==> src/rtl/qpsk_pkg.sv <==
// Shared types, constants and the quarter-wave sine table of the QPSK modulator.
`default_nettype none

package qpsk_pkg;

  localparam int unsigned SAMPLES_PER_SYMBOL = 18;
  localparam int unsigned IDX_W       = $clog2(SAMPLES_PER_SYMBOL);
  localparam int unsigned PHASE_STEPS = 72;
  localparam int unsigned PHASE_W     = $clog2(PHASE_STEPS + 4);
  localparam int unsigned QUARTER     = PHASE_STEPS / 4;
  localparam int unsigned ROM_ADDR_W  = $clog2(QUARTER + 1);
  localparam int unsigned CHAR_W      = 8;
  localparam int unsigned CNT_W       = 31;
  localparam int unsigned SAMPLE_W    = 32;
  localparam int unsigned STATUS_W    = 2;

  localparam logic [IDX_W-1:0]   LAST_IDX   = IDX_W'(SAMPLES_PER_SYMBOL - 1);
  localparam logic [PHASE_W-1:0] PHASE_INC  = PHASE_W'(PHASE_STEPS / SAMPLES_PER_SYMBOL);
  localparam logic [PHASE_W-1:0] PHASE_WRAP = PHASE_W'(PHASE_STEPS) - PHASE_INC;
  localparam logic [PHASE_W-1:0] PHASE_Q1   = PHASE_W'(QUARTER);
  localparam logic [PHASE_W-1:0] PHASE_Q2   = PHASE_W'(2 * QUARTER);
  localparam logic [PHASE_W-1:0] PHASE_Q3   = PHASE_W'(3 * QUARTER);
  localparam logic [PHASE_W-1:0] PHASE_FULL = PHASE_W'(PHASE_STEPS);

  // Start phase 9*k for each bit pair.
  localparam logic [PHASE_W-1:0] PHASE_00 = PHASE_W'(27);
  localparam logic [PHASE_W-1:0] PHASE_01 = PHASE_W'(9);
  localparam logic [PHASE_W-1:0] PHASE_10 = PHASE_W'(45);
  localparam logic [PHASE_W-1:0] PHASE_11 = PHASE_W'(63);

  localparam logic [CHAR_W-1:0] CHAR_ZERO    = 8'h30;
  localparam logic [CHAR_W-1:0] CHAR_ONE     = 8'h31;
  localparam logic [CHAR_W-1:0] CHAR_NEWLINE = 8'h0A;

  typedef enum logic [STATUS_W-1:0] {
    STATUS_SAMPLE = 2'd0,
    STATUS_END    = 2'd1,
    STATUS_ERROR  = 2'd2
  } status_e;

  // One request from the sequencer to the output stage.
  typedef struct packed {
    status_e                 status;
    logic                    last;
    logic                    neg;
    logic [ROM_ADDR_W-1:0]   addr;
    logic [CNT_W-1:0]        count;
  } qpsk_req_t;

  // Magnitude of 0x7F000000 * sin(n * 5 degrees), truncated, n = 0..18.
  function automatic logic [SAMPLE_W-1:0] quarter_wave(input logic [ROM_ADDR_W-1:0] addr);
    logic [SAMPLE_W-1:0] mag;
    unique case (addr)
      5'd0:  mag = 32'd0;
      5'd1:  mag = 32'd185703301;
      5'd2:  mag = 32'd369993289;
      5'd3:  mag = 32'd551467404;
      5'd4:  mag = 32'd728744519;
      5'd5:  mag = 32'd900475448;
      5'd6:  mag = 32'd1065353216;
      5'd7:  mag = 32'd1222123002;
      5'd8:  mag = 32'd1369591694;
      5'd9:  mag = 32'd1506636966;
      5'd10: mag = 32'd1632215822;
      5'd11: mag = 32'd1745372529;
      5'd12: mag = 32'd1845245898;
      5'd13: mag = 32'd1931075831;
      5'd14: mag = 32'd2002209111;
      5'd15: mag = 32'd2058104370;
      5'd16: mag = 32'd2098336213;
      5'd17: mag = 32'd2122598450;
      5'd18: mag = 32'd2130706432;
      default: mag = 32'd0;
    endcase
    return mag;
  endfunction

endpackage

`default_nettype wire

==> src/rtl/qpsk_seq.sv <==
// Request decoder, symbol counter and per-sample phase sequencer.
`default_nettype none

module qpsk_seq
  import qpsk_pkg::*;
(
  input  wire logic              clk_i,
  input  wire logic              rst_ni,
  input  wire logic              in_valid_i,
  output logic                   in_ready_o,
  input  wire logic [CHAR_W-1:0] first_char_i,
  input  wire logic              first_is_end_i,
  input  wire logic [CHAR_W-1:0] second_char_i,
  input  wire logic              second_is_end_i,
  output logic                   req_valid_o,
  input  wire logic              req_ready_i,
  output qpsk_req_t              req_o
);

  logic               busy_q, busy_d;
  status_e            status_q, status_d;
  logic [PHASE_W-1:0] phase_q, phase_d;
  logic [IDX_W-1:0]   idx_q, idx_d;
  logic [CNT_W-1:0]   count_q, count_d;
  logic [CNT_W-1:0]   snap_q, snap_d;

  logic               first_ok, second_ok, pair_ok, is_end;
  logic [PHASE_W-1:0] start_phase;
  logic               advance, item_done, accept;
  logic [PHASE_W-1:0] fold_addr;
  logic               fold_neg;

  assign first_ok  = (first_char_i == CHAR_ZERO) || (first_char_i == CHAR_ONE);
  assign second_ok = (second_char_i == CHAR_ZERO) || (second_char_i == CHAR_ONE);
  assign pair_ok   = !first_is_end_i && !second_is_end_i && first_ok && second_ok;
  assign is_end    = (first_is_end_i && second_is_end_i) ||
                     (!first_is_end_i && (first_char_i == CHAR_NEWLINE) && second_is_end_i);

  always_comb begin
    if (first_char_i == CHAR_ZERO) begin
      start_phase = (second_char_i == CHAR_ZERO) ? PHASE_00 : PHASE_01;
    end else begin
      start_phase = (second_char_i == CHAR_ZERO) ? PHASE_10 : PHASE_11;
    end
  end

  assign advance    = busy_q && req_ready_i;
  assign item_done  = (status_q != STATUS_SAMPLE) || (idx_q == LAST_IDX);
  assign in_ready_o = !busy_q || (req_ready_i && item_done);
  assign accept     = in_valid_i && in_ready_o;

  always_comb begin
    busy_d   = busy_q;
    status_d = status_q;
    phase_d  = phase_q;
    idx_d    = idx_q;
    count_d  = count_q;
    snap_d   = snap_q;
    if (accept) begin
      busy_d  = 1'b1;
      phase_d = start_phase;
      idx_d   = '0;
      snap_d  = count_q;
      if (pair_ok) begin
        status_d = STATUS_SAMPLE;
        count_d  = count_q + CNT_W'(1);
      end else if (is_end) begin
        status_d = STATUS_END;
      end else begin
        status_d = STATUS_ERROR;
      end
    end else if (advance && item_done) begin
      busy_d = 1'b0;
    end else if (advance) begin
      idx_d   = idx_q + IDX_W'(1);
      phase_d = (phase_q >= PHASE_WRAP) ? (phase_q - PHASE_WRAP) : (phase_q + PHASE_INC);
    end
  end

  // Fold the full-wave phase onto the quarter-wave table.
  always_comb begin
    if (phase_q <= PHASE_Q1) begin
      fold_addr = phase_q;
      fold_neg  = 1'b0;
    end else if (phase_q <= PHASE_Q2) begin
      fold_addr = PHASE_Q2 - phase_q;
      fold_neg  = 1'b0;
    end else if (phase_q <= PHASE_Q3) begin
      fold_addr = phase_q - PHASE_Q2;
      fold_neg  = 1'b1;
    end else begin
      fold_addr = PHASE_FULL - phase_q;
      fold_neg  = 1'b1;
    end
  end

  assign req_valid_o  = busy_q;
  assign req_o.status = status_q;
  assign req_o.last   = item_done;
  assign req_o.neg    = fold_neg;
  assign req_o.addr   = fold_addr[ROM_ADDR_W-1:0];
  assign req_o.count  = (status_q == STATUS_SAMPLE) ? '0 : snap_q;

  always_ff @(posedge clk_i or negedge rst_ni) begin
    if (!rst_ni) begin
      busy_q  <= 1'b0;
      count_q <= '0;
    end else begin
      busy_q  <= busy_d;
      count_q <= count_d;
    end
  end

  always_ff @(posedge clk_i) begin
    status_q <= status_d;
    phase_q  <= phase_d;
    idx_q    <= idx_d;
    snap_q   <= snap_d;
  end

`ifndef NO_ASSERTIONS
  a_stall_holds: assert property (@(posedge clk_i) disable iff (!rst_ni)
    busy_q && !req_ready_i |=> $stable(phase_q) && $stable(idx_q) && busy_q)
    else $error("sequencer moved while stalled");

  a_idx_range: assert property (@(posedge clk_i) disable iff (!rst_ni)
    busy_q |-> (idx_q <= LAST_IDX) && (phase_q < PHASE_FULL))
    else $error("sample index or phase out of range");

  a_status_single: assert property (@(posedge clk_i) disable iff (!rst_ni)
    busy_q && (status_q != STATUS_SAMPLE) |-> req_o.last)
    else $error("status request not marked last");

  a_count_step: assert property (@(posedge clk_i) disable iff (!rst_ni)
    accept && pair_ok |=> count_q == $past(count_q) + CNT_W'(1))
    else $error("symbol counter missed a valid pair");
`endif

endmodule

`default_nettype wire

==> src/rtl/qpsk_out.sv <==
// Registered sine table read and output register stage.
`default_nettype none

module qpsk_out
  import qpsk_pkg::*;
(
  input  wire logic          clk_i,
  input  wire logic          rst_ni,
  input  wire logic          req_valid_i,
  output logic               req_ready_o,
  input  wire qpsk_req_t     req_i,
  output logic               out_valid_o,
  input  wire logic          out_ready_i,
  output logic [SAMPLE_W-1:0] sample_o,
  output logic [STATUS_W-1:0] status_o,
  output logic [CNT_W-1:0]   symbol_total_o,
  output logic               last_o
);

  logic                valid_q, valid_d;
  logic [SAMPLE_W-1:0] rom_q;
  status_e             status_q;
  logic                last_q, neg_q;
  logic [CNT_W-1:0]    count_q;
  logic                load;

  assign req_ready_o = !valid_q || out_ready_i;
  assign load        = req_valid_i && req_ready_o;

  always_comb begin
    if (load) begin
      valid_d = 1'b1;
    end else if (out_ready_i) begin
      valid_d = 1'b0;
    end else begin
      valid_d = valid_q;
    end
  end

  always_ff @(posedge clk_i or negedge rst_ni) begin
    if (!rst_ni) begin
      valid_q <= 1'b0;
    end else begin
      valid_q <= valid_d;
    end
  end

  // Registered table read; payload moves only on a load.
  always_ff @(posedge clk_i) begin
    if (load) begin
      rom_q    <= quarter_wave(req_i.addr);
      status_q <= req_i.status;
      last_q   <= req_i.last;
      neg_q    <= req_i.neg;
      count_q  <= req_i.count;
    end
  end

  assign out_valid_o    = valid_q;
  assign status_o       = status_q;
  assign last_o         = last_q;
  assign symbol_total_o = count_q;
  assign sample_o       = (status_q != STATUS_SAMPLE) ? '0 : (neg_q ? (-rom_q) : rom_q);

`ifndef NO_ASSERTIONS
  a_no_overwrite: assert property (@(posedge clk_i) disable iff (!rst_ni)
    valid_q && !out_ready_i |=> valid_q && $stable(rom_q) && $stable(count_q))
    else $error("output overwritten while stalled");

  a_status_zero: assert property (@(posedge clk_i) disable iff (!rst_ni)
    valid_q && (status_o != STATUS_SAMPLE) |-> (sample_o == '0) && last_o)
    else $error("status result carries a sample");

  a_sample_no_total: assert property (@(posedge clk_i) disable iff (!rst_ni)
    valid_q && (status_o == STATUS_SAMPLE) |-> (symbol_total_o == '0))
    else $error("sample result carries a count");
`endif

endmodule

`default_nettype wire

==> src/rtl/qpsk_symbol_modulator_core.sv <==
// Top level of the QPSK symbol modulator: sequencer plus sine table output stage.
`default_nettype none

// Each request carries two ASCII characters with end-of-input flags. A pair of
// '0'/'1' characters with no end flag selects a carrier phase k*pi/4 (pairs
// 00, 01, 10, 11 give k = 3, 1, 5, 7) and produces 18 signed samples of
// 0x7F000000*sin(2*pi*i/18 + k*pi/4), one result per cycle, with last set on
// the eighteenth; the symbol counter advances (modulo 2^31) when the pair is
// taken. Two end flags, or an unflagged newline followed by an end flag,
// produce one end result (status 1) and any other pair one error result
// (status 2); both carry the symbol count in symbol_total and a zero sample.
// A status request issues a single table read; the next request is taken in
// the same cycle that the last table read of the current one issues, so
// symbols stream without gaps. The first result is presented once the request
// has passed the sequencer's phase register and the output register. The sine
// table holds a quarter wave of 19 entries behind a registered read port; the
// sequencer folds the running phase onto it and the output stage restores the
// sign. Backpressure on the output stalls the sequencer in place.
module qpsk_symbol_modulator_core
  import qpsk_pkg::*;
(
  input  wire logic               clk_i,
  input  wire logic               rst_ni,
  input  wire logic               in_valid_i,
  output logic                    in_ready_o,
  input  wire logic [CHAR_W-1:0]  first_char_i,
  input  wire logic               first_is_end_i,
  input  wire logic [CHAR_W-1:0]  second_char_i,
  input  wire logic               second_is_end_i,
  output logic                    out_valid_o,
  input  wire logic               out_ready_i,
  output logic [SAMPLE_W-1:0]     sample_o,
  output logic [STATUS_W-1:0]     status_o,
  output logic [CNT_W-1:0]        symbol_total_o,
  output logic                    last_o
);

  // Request path from the sequencer to the table read stage.
  logic      req_valid;
  logic      req_ready;
  qpsk_req_t req;

  qpsk_seq u_seq (
    .clk_i           (clk_i),
    .rst_ni          (rst_ni),
    .in_valid_i      (in_valid_i),
    .in_ready_o      (in_ready_o),
    .first_char_i    (first_char_i),
    .first_is_end_i  (first_is_end_i),
    .second_char_i   (second_char_i),
    .second_is_end_i (second_is_end_i),
    .req_valid_o     (req_valid),
    .req_ready_i     (req_ready),
    .req_o           (req)
  );

  qpsk_out u_out (
    .clk_i          (clk_i),
    .rst_ni         (rst_ni),
    .req_valid_i    (req_valid),
    .req_ready_o    (req_ready),
    .req_i          (req),
    .out_valid_o    (out_valid_o),
    .out_ready_i    (out_ready_i),
    .sample_o       (sample_o),
    .status_o       (status_o),
    .symbol_total_o (symbol_total_o),
    .last_o         (last_o)
  );

endmodule

`default_nettype wire

==> config.mk <==
export PLATFORM = sky130hd
export DESIGN_NAME = qpsk_symbol_modulator_core
export DESIGN_NICKNAME = d
export VERILOG_FILES = /design/src/rtl/qpsk_pkg.sv /design/src/rtl/qpsk_seq.sv /design/src/rtl/qpsk_out.sv /design/src/rtl/qpsk_symbol_modulator_core.sv
export SDC_FILE = /design/constraint.sdc
export NUM_CORES = 1
export LEC_CHECK = 0
export BUFFER_PORTS_ARGS = -buffer_cell sky130_fd_sc_hd__buf_4
export CAP_MARGIN = 30
export CORE_ASPECT_RATIO = 1.4
export CORE_MARGIN = 2
export CORE_UTILIZATION = 35
export CTS_CLUSTER_DIAMETER = 150
export DETAILED_ROUTE_END_ITERATION = 10
export GPL_TIMING_DRIVEN = 0
export SETUP_SLACK_MARGIN = 0.4
export SLEW_MARGIN = 5
export SYNTH_ARGS = -nofsm -noshare
export SYNTH_HDL_FRONTEND = slang
export SYNTH_SLANG_ARGS = --single-unit
==> constraint.sdc <==
create_clock -name clk_i -period 7.3 [get_ports clk_i]
set_input_delay 1.46 -clock clk_i [delete_from_list [all_inputs] [get_ports clk_i]]
set_output_delay 1.46 -clock clk_i [all_outputs]
set_load 0.02 [all_outputs]
### Word level (Yosys, flattened, before mapping)

Memory sizes are Yosys's and may differ from the RTL's. A register that Yosys moved wholly into a read port is not among the register bits.
Index checks and enable logic that the tools add are counted.

| storage, ports and cells | value |
|---|---|
| logic and storage cells | 80 |
| bits in read-only memories | 992 |
| output and inout bits | 68 |
| flip-flop bits (word level) | 145 |
| input bits | 22 |
| memories | 1 |

Memories:

| memory | depth | width | read ports | clocked after Yosys merged registers in | wr ports | line | source |
|---|---|---|---|---|---|---|---|
| (no name shown) | 32 | 31 | 1 | 1 | 0 | qpsk_pkg.sv:53 | `unique case (addr)` |

| operators by class | value |
|---|---|
| add/subtract/negate cells | 8 |
| mux-type cells | 18 |
| equality and inequality tests | 7 |
| $lt $le $gt $ge | 4 |
| reductions and logical operators | 29 |
| bitwise operators | 1 |

Operator list:

| cell | number |
|---|---|
| $mux W32 | 2 |
| $mux W7 | 5 |
| $eq A8 B6 Y1 const B | 4 |
| $neg A32 Y32 | 1 |
| $add A31 B1 Y31 const B | 1 |
| $mux W5 | 5 |
| $le A7 B6 Y1 const B | 2 |
| $logic_and A1 B1 Y1 | 10 |
| $reduce_bool A2 Y1 | 5 |
| $eq A8 B4 Y1 const B | 1 |
| $add A7 B3 Y7 const B | 1 |
| $ge A7 B7 Y1 const B | 1 |
| $le A7 B5 Y1 const B | 1 |
| $sub A7 B7 Y7 const B | 1 |
| $logic_or A1 B1 Y1 | 6 |
| $reduce_and A2 Y1 | 3 |
| $add A5 B1 Y5 const B | 1 |
| $eq A5 B5 Y1 const B | 1 |
| $mux W1 | 5 |
| $sub A3 B5 Y5 const A | 1 |
| $sub A4 B5 Y5 const A | 1 |
| $sub A5 B3 Y5 const B | 1 |
| $logic_not A1 Y1 | 4 |
| $logic_not A2 Y1 | 1 |
| 3 further kinds | 3 |

### Logic depth before layout (Yosys ltp)

Gate-level depths: netlist (run 1).

| logic depth | value |
|---|---|
| word-level depth | 7 |
| depth in mapped cells | 11 |
| mapped depth without buffers | 10 |

### Hierarchy

From an unflattened synthesis (run 1), not the netlist that was laid out.

| second synthesis, totals | value |
|---|---|
| cells, all modules | 731 |
| area total of the unflattened synthesis | 7639.8 µm² |

By module, submodules not included:

| module | instances | area an instance (µm²) | cells an instance | seq. area each (µm²) |
|---|---|---|---|---|
| qpsk_out | 1 | 3986.3 | 407 | 2006.9 |
| qpsk_seq | 1 | 3653.5 | 324 | 2072.0 |

### Worst setup path before layout (run 1)

No wires, ideal clock.

| timing path | value |
|---|---|
| path kind | input to register |
| start point | in out_ready_i |
| end point | reg u_seq.idx_q[3] |
| path slack | 3.196 ns |
| cell stages on the path | 7 |
| path buffers | 1 |
| data required time | 7.140 ns |
| library setup time | 0.160 ns |
| arrival | 3.944 ns |
| cells stage by stage | nand2b_1 -> and2_1 -> and2_1 -> clkbuf_1 -> nand4_1 -> xor2_1 -> nor2_1 |

| between the ends | value |
|---|---|
| word-level cells in the longest chain between the ends | 5 |
| elaborated cells on any way between the ends | 8 |
| those cells by class | bitwise: 1; reduce/logical: 7 |

Ends and longest elaborated chain:

| item | line | source |
|---|---|---|
| start, declared | qpsk_symbol_modulator_core.sv:31 | `input wire logic out_ready_i,` |
| $logic_or A1 B1 Y1 * | qpsk_out.sv:27 | `assign req_ready_o = !valid_q \|\| out_ready_i;` |
| $logic_and A1 B1 Y1 * | n/a |  |
| named net u_out.load | qpsk_out.sv:25 | `logic load;` |
| $logic_and A1 B1 Y1 | qpsk_seq.sv:72 | `end else if (advance && item_done) begin` |
| $not A1 Y1 (no line) | n/a |  |
| $reduce_and A2 Y1 (no line) * | n/a |  |
| end signal, assigned | qpsk_seq.sv:117 | `idx_q <= idx_d;` |
| end, declared | qpsk_seq.sv:23 | `logic [IDX_W-1:0] idx_q, idx_d;` |

Mark *: on every way through the listed nets, which the timed path passes. The rest lies on a longest branch.
A chain may end at the register's enable or synchronous reset.

### Final worst setup path (run 1)

| timing path | value |
|---|---|
| start point | reg u_out.rom_q[4] |
| end point | out sample_o[23] |

| between the ends | value |
|---|---|
| word-level cells in the longest chain between the ends | 3 |

Ends and longest elaborated chain:

| item | line | source |
|---|---|---|
| start, declared | qpsk_out.sv:21 | `logic [SAMPLE_W-1:0] rom_q;` |
| $neg A32 Y32 | qpsk_out.sv:63 | `assign sample_o = (status_q != STATUS_SAMPLE) ? '0 : (neg_q ? (-rom_q) : rom_q);` |
| $mux W32 (2 in a row) | qpsk_out.sv:63 |  |
| end, declared | qpsk_symbol_modulator_core.sv:32 | `output logic [SAMPLE_W-1:0] sample_o,` |

Every way passes these cells.

==> results of run 1 <==
-- layer usage --
metal	track usage, %	vias to the layer above
li1	-	2334
met1	14.2	2235
met2	28.3	107
met3	2.70	22
met4	5.29	0
met5	0	-
-- worst min path at each step --
| stage | startpoint | end | slack [ps] | cells after the start |
|---|---|---|---|---|
| 3_3_place_gp | u_seq.count_q[30]$_DFFE_PN0P_ | u_seq.snap_q[30]$_DFFE_PP_ | 460 | 0 |
| 5_1_grt | u_seq.count_q[30]$_DFFE_PN0P_ | u_seq.snap_q[30]$_DFFE_PP_ | 490 | 0 |
| 4_1_cts | u_seq.count_q[16]$_DFFE_PN0P_ | u_seq.snap_q[16]$_DFFE_PP_ | 480 | 0 |
| 3_5_place_dp | u_seq.count_q[9]$_DFFE_PN0P_ | u_seq.snap_q[9]$_DFFE_PP_ | 470 | 0 |
| 6_report | u_seq.count_q[30]$_DFFE_PN0P_ | u_seq.snap_q[30]$_DFFE_PP_ | 480 | 0 |
| 2_1_floorplan | u_seq.count_q[30]$_DFFE_PN0P_ | u_seq.count_q[30]$_DFFE_PN0P_ | 440 | 1 |
-- placed cells by master, fill, tap and decap left out, types with 3 or more instances in the layout --
cell	Yosys	routed
o211ai_1	3	3
buf_4	1	90
dfrtp_1	33	33
nor2_1	59	59
clkbuf_1	13	14
xor2_1	34	34
ha_1	18	18
or3_1	6	6
and2_1	5	4
o21ai_0	18	18
a21o_1	3	3
nor3_1	9	9
nand2_1	41	41
mux2i_1	4	4
or3_4	3	3
or2_2	4	4
nand4_1	17	17
inv_1	17	16
clkbuf_16	0	17
buf_1	3	3
a21oi_1	30	30
bufinv_16	0	7
nor2b_1	35	35
and3_1	14	14
edfxtp_1	105	105
buf_2	7	7
dfxtp_1	5	5
o41ai_2	4	4
nand3_1	15	15
clkinv_4	0	3
nand2b_1	10	10
xnor2_1	33	33
o31ai_1	10	10
-- power groups by stage --
stage | logic [mW] | clock network [mW] | registers [mW]
after floorplan | 0.340 | 0 | 1.07
after global placement | 0.518 | 0 | 1.06
after detailed placement | 0.527 | 0 | 1.06
after CTS | 0.529 | 1.03 | 1.05
after global routing | 0.581 | 1.07 | 1.05
final | 0.529 | 1.01 | 1.04
-- metrics by stage --
| step | cell area, µm² | instances | power [mW] |
|---|---|---|---|
| finish | 8640 | 966 | 2.58 |
| global route | 8640 | 966 | 2.70 |
| floorplan | 6950 | 593 | 1.41 |
| global placement | 7930 | 934 | 1.58 |
| detailed placement | 7930 | 934 | 1.59 |
| CTS | 8640 | 966 | 2.60 |
-- layout make-up --
type	count	share of cell area, %
sequential	143	47.2
tap	252	3.65
buffer	25	1.32
timing repair buffer	89	7.74
clock buffer	19	5.13
clock inverter	13	3.01
inverter	17	0.739
multi-input combinational	408	31.2
-- kinds of logic (layout without fill, tap and decap cells) --
family	after synthesis	count (layout)	share of synthesized area, %
buffers and inverters	42	163	2.56
multiplexers	5	5	0.738
AO/OA/AOI/OAI	87	87	8.66
AND/OR/NAND/NOR	231	231	17.6
flip-flops	143	143	58.7
XOR/XNOR	67	67	8.45
adder cells (fa/ha/maj)	18	18	3.24
-- state kept, by name, summed over array words and instances, names as in the netlist --
name,flops
u_out.last_o,1
u_out.neg_q,1
u_out.out_valid_o,1
u_out.rom_q,31
u_out.status_o,2
u_out.symbol_total_o,31
u_seq.count_q,31
u_seq.idx_q,5
u_seq.phase_q,6
u_seq.req_valid_o,1
u_seq.snap_q,31
u_seq.status_q,2
==> results.py, run 1 <==
metrics = {
    "outcome": {
        "status": "complete, no violations",
    },
    "timing": {
        "hold_viol": 0,
        "relSlewSlack_pct": 40.3,
        "max_freq_ghz": 0.243,
        "finClkSkew_ps": 8.64,
        "tightestPinTransition_ps": 896,
        "setup_viol": 0,
        "layout_worst_path_cycle_share_pct": 56.4,
        "rsz0062_at_grt": "false",
        "setup_slack_ps": 3180,
        "fin_crit_ps": 4120,
        "slew_violations": 0,
        "setup_tns_ps": 0,
        "worst_hold_slack_ps": 478,
    },
    "critical_path": {
        "crit_path_start": "u_out.rom_q[4]$_DFFE_PP_",
        "crit_family": "simple AND/OR/NAND/NOR gates",
        "cp.required_ps": 5840,
        "end_kind": "output pin",
        "critical_path_class": "flop to output pin",
        "critPathCapture": "sample_o[23]",
        "critPathLaunchType": "flop",
        "reg2reg_slack_ps": 4110,
        "worstReg2RegStart": "u_seq.phase_q[4]$_DFFE_PP_",
        "r2r_end": "u_out.rom_q[18]$_DFFE_PP_",
        "crit_buf_inv": 1,
        "cp_slowest_cell": "or3_4",
        "r2r_cells": 10,
        "path_depth": 7,
        "path_cells": "or3_4 > nor4_2 > nand3_1 > o41ai_2 > xor2_1 > nor2_1 > buf_4",
        "slowest_delay_ps": 450,
        "arrival_ps": 2660,
        "path_max_fanout": 5,
    },
    "yosys": {
        "synth_top_cell_area_share_pct": 45.4,
        "synth_cells": 593,
        "synth_nets": 633,
        "syn_avg_cell_area_um2": 11.7,
        "yosys-top-cells-count": "edfxtp_1, nor2_1, nand2_1",
        "synth.distinct_cells": 57,
        "synth_top_cell_by_area": "edfxtp_1",
        "ys_ff_latch": 143,
        "synth_top_cells_by_area": "edfxtp_1, dfrtp_1, xor2_1, xnor2_1, ha_1",
        "synth_warnings": 0,
        "ys_seq_area_share_pct": 58.7,
        "synth_flop_cell": "edfxtp_1",
        "synth-async-reset-ratio_pct": 23.1,
        "synth_most_common_cell": "edfxtp_1",
        "synth_area_um2": 6950,
        "synth_edf_count": 105,
    },
    "detailed_routing": {
        "wl_per_cell_um": 15.1,
        "met1Wirelength_mm": 5.60,
        "antenna_left": 0,
        "drt_iter0_drc": 263,
        "vias": 4698,
        "totalWireLength_mm": 14.6,
        "firstDrtPassIters": 5,
        "route.detailed.drc": 0,
        "met2_length_mm": 8.25,
        "met3WireLength_um": 435,
        "top_layer": "met4",
        "via_per_inst": 4.86,
    },
    "pwr": {
        "pwr-share-clk_pct": 39.0,
        "p_leak_nw": 3.48,
        "power_density_nw_per_um2": 299,
        "combinationalPowerShare_pct": 20.5,
        "internal_power_mw": 1.87,
        "ir_drop_mv": 0.154,
        "p_sw_uw": 706,
        "seqPwrFrac_pct": 40.5,
        "p_sw_share_pct": 27.4,
    },
    "die": {
        "die_w_um": 123,
        "die_h_um": 171,
        "core_um2": 19700,
        "ios": 90,
        "dieArea_um2": 21000,
        "num_rows": 61,
        "initial_core_util_pct": 35.3,
    },
    "cells_and_area": {
        "regArea_um2": 4080,
        "syn_to_final_growth_pct": 24.3,
        "final_util_pct": 43.9,
        "nNetsFinal": 741,
        "diodes": 0,
        "drive_above_1_share_pct": 21.6,
        "fillCellCount": 1834,
        "multi_input_area_um2": 2690,
    },
    "clocking": {
        "cts_setup_buffers": 0,
        "cts_max_path_buffers": 2,
        "cts_hold_buf": 0,
        "clock-sinks": 143,
        "numCtsBuffers": 17,
        "clkTransAtPathRegs_ps": 60,
        "h-tree-depth": 4,
        "cts_tree": "built",
        "cts_resized": 0,
        "insertion_delay_ps": 410,
        "root_buffer": "clkbuf_16",
    },
    "job": {
        "drv_cap": 0,
    },
    "placed_design": {
        "hpwl_mm": 11.0,
        "port_buffers": 89,
        "place_congestion": 0.996,
        "place_ws_ps": 3600,
    },
    "grt": {
        "grt_max_degree": 68,
        "grt_overflow_total": 0,
        "grt_pass1_wl_mm": 23.2,
        "antenna_found_initial": 0,
        "grt_pass1_vias": 4755,
        "groute.usage.overall_pct": 14.2,
    },
    "hold_path": {
        "holdCritPathClass": "flop to flop",
    },
}
Power figures use the tool's default switching activity.
==> inputs of run 2 (changes only) <==
ABC_AREA = 1   (was unset)
clock period = 3.4 ns   (was 7.3 ns; I/O delays follow)
==> results.py, run 2 <==
metrics = {
    "cells_and_area": {
        "final_util_pct": 43.6,
        "syn_to_final_growth_pct": 21.5,
        "fillCellCount": 2259,
        "nNetsFinal": 1109,
        "diodes": 0,
        "layout_commonest_cell": "nand2_1",
        "final_cell_mix": "nand2_1, nor2_1, inv_1",
        "multi_input_area_um2": 3300,
        "regArea_um2": 4080,
        "drive_above_1_share_pct": 16.2,
    },
    "critical_path": {
        "crit_path_frequent_cell": "nand2_1",
        "arrival_ps": 2190,
        "cp.required_ps": 2720,
        "critical_path_class": "flop to output pin",
        "crit_family": "simple AND/OR/NAND/NOR gates",
        "path_max_fanout": 4,
        "crit_buf_inv": 2,
        "end_kind": "output pin",
        "critPathLaunchType": "flop",
        "reg2reg_slack_ps": 760,
        "r2r_end": "u_out.rom_q[11]$_DFFE_PP_",
        "worstReg2RegStart": "u_seq.phase_q[4]$_DFFE_PP_",
        "slowest_delay_ps": 350,
        "path_cells": "inv_1 > ha_1 > nand2_2 > nor2_4 > nand3_1 > nand2_1 > o21ai_0 > nand2_1 > nor3b_1 > buf_4",
        "cp_slowest_cell": "edfxtp_1",
        "r2r_cells": 12,
    },
    "clocking": {
        "h-tree-depth": 4,
        "cts_max_path_buffers": 2,
        "clkTransAtPathRegs_ps": 60,
        "clock-sinks": 143,
        "numCtsBuffers": 17,
        "root_buffer": "clkbuf_16",
        "insertion_delay_ps": 420,
        "cts_tree": "built",
    },
    "timing": {
        "layout_worst_path_cycle_share_pct": 84.5,
        "fin_crit_ps": 2870,
        "finClkSkew_ps": 9.51,
        "hold_viol": 0,
        "worst_hold_slack_ps": 215,
        "rsz0062_at_grt": "true",
        "setup_slack_ps": 526,
        "setup_viol": 0,
        "setup_tns_ps": 0,
        "tightestPinTransition_ps": 791,
        "relSlewSlack_pct": 47.2,
        "slew_violations": 0,
        "max_freq_ghz": 0.348,
    },
    "yosys": {
        "ys_ff_latch": 143,
        "synth.distinct_cells": 41,
        "synth_edf_count": 105,
        "synth_cells": 955,
        "synthMuxAreaShare_pct": 0,
        "synth-async-reset-ratio_pct": 23.1,
        "synth_warnings": 0,
        "synthSimpleGateAreaFrac_pct": 30.1,
        "synth_top_cell_area_share_pct": 40.1,
        "synth_top_cell_by_area": "edfxtp_1",
        "ys_seq_area_share_pct": 51.8,
        "synthAdderAreaFrac_pct": 2.86,
        "synth_top_family_by_area": "simple AND/OR/NAND/NOR gates",
        "synth-compound-area-share_pct": 4.82,
        "syn_avg_cell_area_um2": 8.24,
        "yosys-top-cells-count": "nand2_1, nor2_1, inv_1",
        "synth_most_common_cell": "nand2_1",
        "synth_flop_cell": "edfxtp_1",
        "synth_area_um2": 7870,
        "synth_xor_xnor_area_share_pct": 3.66,
        "synth_top_cells_by_area": "edfxtp_1, nand2_1, dfrtp_1, nor2_1, inv_1",
        "synth_nets": 995,
    },
    "detailed_routing": {
        "vias": 6413,
        "firstDrtPassIters": 5,
        "route.detailed.drc": 0,
        "totalWireLength_mm": 19.1,
        "wl_per_cell_um": 13.8,
        "via_per_inst": 4.65,
        "drt_iter0_drc": 314,
        "antenna_left": 0,
    },
    "placed_design": {
        "place_ws_ps": 502,
        "place_congestion": 0.921,
        "port_buffers": 89,
        "hpwl_mm": 14.7,
    },
    "grt": {
        "grt_overflow_total": 0,
        "grt_pass1_wl_mm": 31.1,
        "grt_max_degree": 45,
        "groute.usage.overall_pct": 16.8,
        "antenna_found_initial": 0,
        "grt_pass1_vias": 6394,
    },
    "die": {
        "dieArea_um2": 23700,
        "num_rows": 64,
        "initial_core_util_pct": 35.9,
        "die_w_um": 131,
        "ios": 90,
        "core_um2": 21900,
        "die_h_um": 181,
    },
    "pwr": {
        "p_sw_mw": 3.50,
        "internal_power_mw": 4.78,
        "ir_drop_mv": 0.365,
        "p_sw_share_pct": 42.3,
        "power_density_nw_per_um2": 867,
        "p_leak_nw": 4.27,
        "total_power_mw": 8.29,
        "combinationalPowerShare_pct": 44.1,
        "pwr-share-clk_pct": 20.7,
        "seqPwrFrac_pct": 35.2,
    },
    "outcome": {
        "status": "complete, no violations",
    },
    "hold_path": {
        "holdCritPathClass": "input pin to async pin",
    },
    "job": {
        "drv_cap": 0,
    },
}
[run 2: changes by cell type after synthesis, moves of 18 or more]
cell | before | now
nand2_1 | 41 | 274
nor2_1 | 59 | 158
inv_1 | 17 | 109
nand3_1 | 15 | 54
nor2b_1 | 35 | 0
xor2_1 | 34 | 10
o21ai_0 | 18 | 36
[run 2: area by class of cell]
cell class / count / share of cell area, %
buffer: 19 / 1.01
clock buffer: 20 / 4.67
inverter: 116 / 4.58
sequential: 143 / 42.7
clock inverter: 12 / 1.10
multi-input combinational: 677 / 34.5
tap: 297 / 3.89
timing repair buffer: 95 / 7.59
[run 2: power by group through the flow]
stage	clock, mW	combinational [mW]	sequential (mW)
6_report	1.71	3.66	2.92
5_1_grt	1.83	4.10	2.97
4_1_cts	1.76	3.64	2.92
3_5_place_dp	0	3.61	2.95
3_3_place_gp	0	3.55	2.96
2_1_floorplan	0	2.35	3.02
[run 2: cell families (layout without fill, tap and decap cells)]
kind of cell,count (synthesis),in the layout
flops,143,143
xor+xnor,32,32
buf+inv,135,262
compound gates,72,72
simple gates,555,555
fa+ha+maj,18,18
[run 2: how the worst max path moves through the flow]
stage                     depth (start not counted)                                endpoint                          start  slack (ps)
after CTS                                        10                            sample_o[18]       u_out.rom_q[1]$_DFFE_PP_         410
final                                            10                            sample_o[18]       u_out.rom_q[1]$_DFFE_PP_         530
after detailed placement                         11           u_seq.count_q[16]$_DFFE_PN0P_                    out_ready_i         500
after global placement                            5  u_out.symbol_total_o[27]$_SDFFCE_PN0P_                    out_ready_i         150
after global routing                              9                            sample_o[30]  u_out.rom_q[19]$_SDFFCE_PP0P_         360
after floorplan                                   4                  u_out.last_o$_DFFE_PP_                    out_ready_i         830
[run 2: timing repair]
action / 4_1_cts / 5_1_grt
pin swaps: 0 / 2
setup buffers: 0 / 5
cloned: 0 / 0
endpoints found under the setup margin: 10 / 11
gates resized for setup: 5 / 10
hold buffers: 0 / 0
[run 2: stage by stage]
step	std cells	cell area, µm²
after floorplan	955	7870
after global placement	1341	8910
after detailed placement	1342	8930
after CTS	1374	9500
after global routing	1379	9560
final	1379	9560
[run 2: routing by layer]
| metal | wire length, µm | share of wire (%) | GRT usage [%] |
|---|---|---|---|
| met3 | 586 | 3.1 | 2.56 |
| met2 | 10500 | 55 | 31.7 |
| met5 | 0 | 0 | 0 |
| met4 | 673 | 3.5 | 8.43 |
| met1 | 7320 | 38 | 17.7 |
